===== config.mk =====
export PLATFORM = sky130hd
export DESIGN_NAME = crc8_frame_deframer_flat
export DESIGN_NICKNAME = d
export VERILOG_FILES = /design/src/rtl/cfd_pkg.sv /design/src/rtl/cfd_if.sv /design/src/rtl/crc8_frame_deframer.sv /design/src/rtl/cfd_parser.sv /design/src/flat_wrapper.sv
export SDC_FILE = /design/constraint.sdc
export NUM_CORES = 1
export LEC_CHECK = 0
export CAP_MARGIN = 0
export CELL_PAD_IN_SITES_DETAIL_PLACEMENT = 0
export CELL_PAD_IN_SITES_GLOBAL_PLACEMENT = 1
export CORE_MARGIN = 1
export CORE_UTILIZATION = 50
export CTS_CLUSTER_SIZE = 12
export DETAILED_ROUTE_END_ITERATION = 8
export DONT_BUFFER_PORTS = 1
export PLACE_DENSITY = 0.76
export SYNTH_ARGS = -nofsm -noshare
export SYNTH_HDL_FRONTEND = slang
export SYNTH_SLANG_ARGS = --single-unit

===== constraint.sdc =====
create_clock -name i_clk -period 4.4 [get_ports i_clk]
set_clock_uncertainty 0.2 [all_clocks]
set_input_delay 0.44 -clock i_clk [delete_from_list [all_inputs] [get_ports i_clk]]
set_output_delay 0.44 -clock i_clk [all_outputs]
set_load 0.1 [all_outputs]

===== src/rtl/cfd_pkg.sv =====
package cfd_pkg;

    localparam logic [7:0] HDR_FIRST  = 8'hAA;
    localparam logic [7:0] HDR_SECOND = 8'h55;
    localparam logic [7:0] CRC_POLY   = 8'h8C;

    localparam logic [2:0] PH_HUNT1 = 3'd0;
    localparam logic [2:0] PH_HUNT2 = 3'd1;
    localparam logic [2:0] PH_FUNC  = 3'd2;
    localparam logic [2:0] PH_LEN   = 3'd3;
    localparam logic [2:0] PH_DATA  = 3'd4;
    localparam logic [2:0] PH_CRC   = 3'd5;

    localparam logic KIND_PAYLOAD   = 1'b0;
    localparam logic KIND_FRAME_END = 1'b1;

    typedef struct packed {
        logic       kind;
        logic [7:0] frame_func;
        logic [7:0] data_byte;
        logic [7:0] byte_index;
        logic [7:0] payload_len;
        logic       crc_ok;
        logic       last;
    } t_result;

    // Reflected CRC-8 over one byte, eight shift steps unrolled.
    function automatic logic [7:0] crc8_step(input logic [7:0] crc, input logic [7:0] b);
        logic [7:0] c;
        c = crc ^ b;
        for (int i = 0; i < 8; i++) begin
            if (c[0]) begin
                c = (c >> 1) ^ CRC_POLY;
            end else begin
                c = c >> 1;
            end
        end
        return c;
    endfunction

endpackage


===== src/rtl/cfd_if.sv =====
interface cfd_in_if;
    logic       valid;
    logic       ready;
    logic [7:0] rx_byte;

    modport source (output valid, output rx_byte, input ready);
    modport sink   (input valid, input rx_byte, output ready);
endinterface

interface cfd_out_if;
    logic       valid;
    logic       ready;
    logic       kind;
    logic [7:0] frame_func;
    logic [7:0] data_byte;
    logic [7:0] byte_index;
    logic [7:0] payload_len;
    logic       crc_ok;
    logic       last;

    modport source (output valid, output kind, output frame_func, output data_byte,
                    output byte_index, output payload_len, output crc_ok, output last,
                    input ready);
    modport sink   (input valid, input kind, input frame_func, input data_byte,
                    input byte_index, input payload_len, input crc_ok, input last,
                    output ready);
endinterface


===== src/rtl/crc8_frame_deframer.sv =====
// Frame parser for a received byte stream: it hunts for the header 0xAA 0x55, then takes a
// function byte, a length byte, that many payload bytes and a CRC-8/MAXIM byte covering
// function, length and payload. Each payload byte leaves as an item tagged with function,
// index and length, and the CRC byte gives a frame-end item with crc_ok; frames with a bad
// CRC are still passed through and must be dropped downstream. One byte is taken in every
// cycle while the output does not stall, and a result appears in the cycle after its byte,
// held in an output register that still accepts a new byte in the cycle it is being read.
module crc8_frame_deframer (
    input  logic      i_clk,
    input  logic      i_rst_n,
    cfd_in_if.sink    i_rx,
    cfd_out_if.source o_res
);
    import cfd_pkg::*;

    logic    take;
    logic    res_valid;
    t_result res;
    logic    r_out_valid;
    t_result r_out;

    assign i_rx.ready = !r_out_valid || o_res.ready;
    assign take       = i_rx.valid && i_rx.ready;

    cfd_parser u_parser (
        .i_clk       (i_clk),
        .i_rst_n     (i_rst_n),
        .i_take      (take),
        .i_byte      (i_rx.rx_byte),
        .o_res_valid (res_valid),
        .o_res       (res)
    );

    always_ff @(posedge i_clk) begin
        if (!i_rst_n) begin
            r_out_valid <= 1'b0;
        end else if (res_valid) begin
            r_out_valid <= 1'b1;
        end else if (o_res.ready) begin
            r_out_valid <= 1'b0;
        end
    end

    always_ff @(posedge i_clk) begin
        if (res_valid) begin
            r_out <= res;
        end
    end

    assign o_res.valid       = r_out_valid;
    assign o_res.kind        = r_out.kind;
    assign o_res.frame_func  = r_out.frame_func;
    assign o_res.data_byte   = r_out.data_byte;
    assign o_res.byte_index  = r_out.byte_index;
    assign o_res.payload_len = r_out.payload_len;
    assign o_res.crc_ok      = r_out.crc_ok;
    assign o_res.last        = r_out.last;

endmodule


===== src/rtl/cfd_parser.sv =====
module cfd_parser (
    input  logic             i_clk,
    input  logic             i_rst_n,
    input  logic             i_take,
    input  logic [7:0]       i_byte,
    output logic             o_res_valid,
    output cfd_pkg::t_result o_res
);
    import cfd_pkg::*;

    logic [2:0] r_phase;
    logic [2:0] n_phase;
    logic [7:0] r_func;
    logic [7:0] n_func;
    logic [7:0] r_len;
    logic [7:0] n_len;
    logic [7:0] r_count;
    logic [7:0] n_count;
    logic [7:0] r_crc;
    logic [7:0] n_crc;
    logic [7:0] crc_next;

    assign crc_next = crc8_step(r_crc, i_byte);

    always_comb begin
        n_phase     = r_phase;
        n_func      = r_func;
        n_len       = r_len;
        n_count     = r_count;
        n_crc       = r_crc;
        o_res_valid = 1'b0;
        o_res       = '0;
        o_res.frame_func  = r_func;
        o_res.payload_len = r_len;
        case (r_phase)
            PH_HUNT2: begin
                if (i_byte == HDR_SECOND) begin
                    n_phase = PH_FUNC;
                end else if (i_byte == HDR_FIRST) begin
                    n_phase = PH_HUNT2;
                end else begin
                    n_phase = PH_HUNT1;
                end
            end
            PH_FUNC: begin
                n_func  = i_byte;
                n_crc   = crc8_step(8'h00, i_byte);
                n_phase = PH_LEN;
            end
            PH_LEN: begin
                n_len   = i_byte;
                n_crc   = crc_next;
                n_count = 8'h00;
                n_phase = (i_byte == 8'h00) ? PH_CRC : PH_DATA;
            end
            PH_DATA: begin
                o_res_valid      = 1'b1;
                o_res.kind       = KIND_PAYLOAD;
                o_res.data_byte  = i_byte;
                o_res.byte_index = r_count;
                n_crc            = crc_next;
                n_count          = r_count + 8'd1;
                if (n_count == r_len) begin
                    n_phase = PH_CRC;
                end
            end
            PH_CRC: begin
                o_res_valid  = 1'b1;
                o_res.kind   = KIND_FRAME_END;
                o_res.crc_ok = (i_byte == r_crc);
                o_res.last   = 1'b1;
                n_phase      = PH_HUNT1;
            end
            default: begin
                n_phase = (i_byte == HDR_FIRST) ? PH_HUNT2 : PH_HUNT1;
            end
        endcase
        if (!i_take) begin
            o_res_valid = 1'b0;
        end
    end

    always_ff @(posedge i_clk) begin
        if (!i_rst_n) begin
            r_phase <= PH_HUNT1;
            r_func  <= 8'h00;
            r_len   <= 8'h00;
            r_count <= 8'h00;
            r_crc   <= 8'h00;
        end else if (i_take) begin
            r_phase <= n_phase;
            r_func  <= n_func;
            r_len   <= n_len;
            r_count <= n_count;
            r_crc   <= n_crc;
        end
    end

endmodule


===== src/flat_wrapper.sv =====
// flat-port wrapper written by rule: the top's interface ports become plain ports
module crc8_frame_deframer_flat import cfd_pkg::*;
  (i_clk, i_rst_n, i_rx_valid, i_rx_rx_byte, i_rx_ready, o_res_valid, o_res_kind, o_res_frame_func, o_res_data_byte, o_res_byte_index, o_res_payload_len, o_res_crc_ok, o_res_last, o_res_ready);
  cfd_in_if i_rx_i ();
  cfd_out_if o_res_i ();
  input  logic i_clk;
  input  logic i_rst_n;
  input wire logic [$bits(i_rx_i.valid)-1:0] i_rx_valid;
  input wire logic [$bits(i_rx_i.rx_byte)-1:0] i_rx_rx_byte;
  output wire logic [$bits(i_rx_i.ready)-1:0] i_rx_ready;
  output wire logic [$bits(o_res_i.valid)-1:0] o_res_valid;
  output wire logic [$bits(o_res_i.kind)-1:0] o_res_kind;
  output wire logic [$bits(o_res_i.frame_func)-1:0] o_res_frame_func;
  output wire logic [$bits(o_res_i.data_byte)-1:0] o_res_data_byte;
  output wire logic [$bits(o_res_i.byte_index)-1:0] o_res_byte_index;
  output wire logic [$bits(o_res_i.payload_len)-1:0] o_res_payload_len;
  output wire logic [$bits(o_res_i.crc_ok)-1:0] o_res_crc_ok;
  output wire logic [$bits(o_res_i.last)-1:0] o_res_last;
  input wire logic [$bits(o_res_i.ready)-1:0] o_res_ready;
  assign i_rx_i.valid = i_rx_valid;
  assign i_rx_i.rx_byte = i_rx_rx_byte;
  assign i_rx_ready = i_rx_i.ready;
  assign o_res_valid = o_res_i.valid;
  assign o_res_kind = o_res_i.kind;
  assign o_res_frame_func = o_res_i.frame_func;
  assign o_res_data_byte = o_res_i.data_byte;
  assign o_res_byte_index = o_res_i.byte_index;
  assign o_res_payload_len = o_res_i.payload_len;
  assign o_res_crc_ok = o_res_i.crc_ok;
  assign o_res_last = o_res_i.last;
  assign o_res_i.ready = o_res_ready;
  crc8_frame_deframer u_core (.i_clk(i_clk), .i_rst_n(i_rst_n), .i_rx(i_rx_i), .o_res(o_res_i));
endmodule

==> impl_results.rst <==
.. list-table::
   :header-rows: 1

   * - Metric
     - Value
   * - Critical Path RT
     - 4.45 ns
   * - Critical path arrival
     - around 2.9 ns
   * - Ys Warns
     - 0
   * - Category of the most critical setup path
     - reg2reg
   * - Cells along the critical path
     - nor3b_4, o211ai_1, nand2_1, o21ai_0, a21oi_1
   * - Average instance area after synthesis
     - about 11 sq um
   * - Global-route congestion overflow total
     - 0
   * - Violation count after the first detailed-routing iteration
     - between 80 and 90
   * - Number of port buffers
     - 0
   * - Worst vdd rail ir drop
     - 138 uV
   * - Async SR Flop Fraction
     - 0%
   * - Worst hold margin
     - ~0.019 ns
   * - Site Rows
     - 29
   * - Final setup fails
     - 0
   * - Initial standard-cell utilization of the core
     - between 50% and 60%
   * - Largest stage delay on the critical path
     - between 0.7 and 0.8 ns
   * - Synthesized instance count
     - 328
   * - Chip Height
     - between 80 and 90 microns
   * - DRC
     - 0
   * - Transition time at the pin with the least slew margin
     - 1.11 ns
   * - Number of diodes
     - 0
   * - Clock root cell
     - sky130_fd_sc_hd__clkbuf_8
   * - Total power
     - ~0.0013 W
   * - Syn Nets
     - about 340
   * - Final weighted congestion of routability-driven global placement
     - 0.781
   * - Standard cell with the maximum stage delay on the critical path
     - sky130_fd_sc_hd__nor3b_4
   * - Setup repair after global routing missed its margin
     - false
   * - Final core utilization
     - between 50% and 60%
   * - Leakage power
     - 1.32 nW
   * - Number of vias after detailed routing
     - between 2000 and 2500
   * - Type of destination of the critical path
     - flip-flop
   * - Flip-flop and latch count after synthesis
     - 70
   * - Count of maximum capacitance violations
     - 0
   * - Type of origin of the critical path
     - flip-flop
   * - Maximum number of pins on one net before global-route repair
     - 35
   * - Worst Slack Setup Final
     - 1.59 ns
   * - Area of the core
     - 6490 sq um
   * - Number of primary I/O pins
     - between 40 and 50
   * - Total routing usage reported by global routing
     - approximately a fifth
   * - Number of buffers between clock root and the deepest sink
     - 2
   * - Hold/Removal Path Class
     - in2reg
   * - EDFF count, synth
     - 34
   * - Final hold violation count
     - 0
   * - Clk sinks
     - 70
   * - Final period util
     - between 60% and 70%
   * - Dpl ws
     - roughly 1.5 ns
   * - Leading register cell type out of synthesis
     - sky130_fd_sc_hd__dfxtp_1
   * - First-pass DRT Iterations
     - 5
   * - Clock network power share
     - between 40% and 50%
   * - Cts bufs inserted
     - 9
   * - Quantity of gates resized following cts
     - 0
   * - Leading cell type in the layout, fill and taps excluded
     - sky130_fd_sc_hd__dfxtp_1
   * - Routed Wire Length
     - 6.72 mm
   * - Number of hold buffers added after CTS
     - 0
   * - Detail-routed net length per standard cell
     - 17.0 microns
   * - H-tree depth
     - 3
   * - Number of buffers inserted by post-CTS setup repair
     - 0
   * - ANT nets after route
     - 0
   * - Internal power of the cells
     - slightly above 0.001 W
   * - Logic pwr share
     - between 3 and 4%
   * - Normalized max-slew margin
     - ~26%
   * - Initial antenna violation count
     - 0
   * - Post-synth cell types
     - 47
   * - Clock latency reported for the late side of the worst-skew pair
     - 0.34 ns
   * - Share of power burned in registers
     - between 50% and 60%
   * - Post-synth design cell area
     - around 3400 sq um
   * - Width of the chip
     - ~85 microns
   * - Clock-pin slew reported for the worst setup and hold paths after clock tree synthesis
     - 0.08 ns
   * - Vias in the first global route
     - 2064
   * - Via density
     - ~5.7
   * - Share of cells above drive strength 1
     - 7.84%
   * - Highest clock rate
     - approximately 0.36 GHz
   * - Clock period minus final worst setup slack
     - 2.81 ns
   * - Clock tree from TritonCTS
     - built
   * - Synthesis-to-finish area growth
     - 6.31%
   * - Switch Pwr
     - 0.000272 W
   * - Final setup TNS
     - 0 ns
   * - Switching share of power
     - around a fifth
   * - First-pass GRT wire length
     - around 11 mm
   * - CP Max Fanout
     - 24
   * - Total die area
     - a little over 7000 sq um
   * - Nets
     - ~330
   * - Part of the Yosys area used for sequential elements
     - 50.5%
   * - Pins Over Slew Limit
     - 0
   * - Outcome
     - complete, no violations
   * - Top library cells by usage in the layout, fill and taps aside
     - sky130_fd_sc_hd__dfxtp_1, sky130_fd_sc_hd__edfxtp_1, sky130_fd_sc_hd__nor2_1
   * - HPWL after detailed placement
     - 4.41 mm
   * - Total power divided by cell area
     - roughly 350 nW/um^2
sequential cells by signal, summed over array words and instances (netlist names):
register and cells:
u_core.o_res.byte_index 8, u_core.o_res.payload_len 8, u_core.o_res.kind 1, u_core.o_res.valid 1, u_core.o_res.data_byte 8, u_core.u_parser.r_func 8
u_core.u_parser.r_len 8, u_core.o_res.crc_ok 1, u_core.o_res.frame_func 8, u_core.u_parser.r_phase 3, u_core.u_parser.r_crc 8, u_core.u_parser.r_count 8
kinds of logic (layout without fill, tap and decap cells):
logic type	Yosys count	after routing	synth area share, %
multiplexers	16	16	4.64
AO/OA/AOI/OAI	47	47	8.35
flip-flops	70	70	50.5
adder cells (fa/ha/maj)	1	1	0.363
XOR/XNOR	44	44	12.4
AND/OR/NAND/NOR	117	117	19.0
buffers and inverters	33	24	4.79
worst max-delay path, delay by kind of cell, from the launching register on:
kind,cells,cell delay [ns]
flops,1,0.45
simple gates,2,1.23
compound gates,3,0.86
cell type report:
cell class | count | area [sq um]
Inverter | 4 | 15.0
Multi-Input combinational cell | 225 | 1540
Sequential cell | 70 | 1740
Timing Repair Buffer | 4 | 50.0
Tap cell | 77 | 96.3
Clock inverter | 7 | 97.6
Clock buffer | 9 | 124
Fill cell | 558 | 2830
Yosys cell counts, types with 9 or more instances:
| cell type | number | area share (%) |
|---|---|---|
| sky130_fd_sc_hd__nor2_1 | 30 | 3.3 |
| sky130_fd_sc_hd__clkbuf_1 | 12 | 1.3 |
| sky130_fd_sc_hd__nand4_1 | 9 | 1.6 |
| sky130_fd_sc_hd__edfxtp_1 | 34 | 30 |
| sky130_fd_sc_hd__mux2i_1 | 16 | 4.6 |
| sky130_fd_sc_hd__dfxtp_1 | 36 | 21 |
| sky130_fd_sc_hd__nand3_1 | 10 | 1.5 |
| sky130_fd_sc_hd__and2_1 | 21 | 3.8 |
| sky130_fd_sc_hd__xor2_1 | 17 | 4.3 |
| sky130_fd_sc_hd__a21oi_1 | 18 | 2.6 |
| sky130_fd_sc_hd__buf_2 | 12 | 1.7 |
| sky130_fd_sc_hd__o21ai_0 | 10 | 1.5 |
| sky130_fd_sc_hd__xnor2_1 | 24 | 6.1 |
final timing paths:
check | from | to | slack [ns] | cells past startpoint
setup / recovery | u_core.u_parser.r_phase[2]$_SDFFE_PN0P_ | u_core.u_parser.r_crc[3]$_SDFFE_PN0P_ | 1.59 | 5
hold / removal | i_rst_n | u_core.u_parser.r_count[6]$_SDFFE_PN0P_ | 0.02 | 1
setup reg to reg | u_core.u_parser.r_phase[2]$_SDFFE_PN0P_ | u_core.u_parser.r_crc[3]$_SDFFE_PN0P_ | 1.59 | 5
hold reg to reg | u_core.u_parser.r_func[0]$_SDFFE_PN0P_ | u_core.o_res.frame_func[0]$_DFFE_PP_ | 0.24 | 0
metrics by stage:
step                area, sq um  cells
floorplan                  3450    328
global placement           3440    380
detailed placement         3440    380
CTS                        3670    396
global route               3670    396
finish                     3670    396
power by group through the flow:
| stage | registers (W) | logic [W] | clock network [W] |
|---|---|---|---|
| 2_1_floorplan | 0.000691 | 0.0000521 | 0 |
| 3_3_place_gp | 0.000692 | 0.0000457 | 0 |
| 3_5_place_dp | 0.000693 | 0.0000457 | 0 |
| 4_1_cts | 0.000678 | 0.0000462 | 0.000577 |
| 5_1_grt | 0.000677 | 0.0000496 | 0.000602 |
| 6_report | 0.000678 | 0.0000460 | 0.000568 |
metal layers:
| layer | track usage (%) | wire, microns | vias to the layer above |
|---|---|---|---|
| li1 | - | - | 1132 |
| met1 | 28.6 | 3380 | 1053 |
| met2 | 29.5 | 2870 | 69 |
| met3 | 3.31 | 395 | 7 |
| met4 | 8.63 | 69 | 0 |
| met5 | 0 | 0 | - |
No activity file was read; power rests on OpenSTA's default activity.
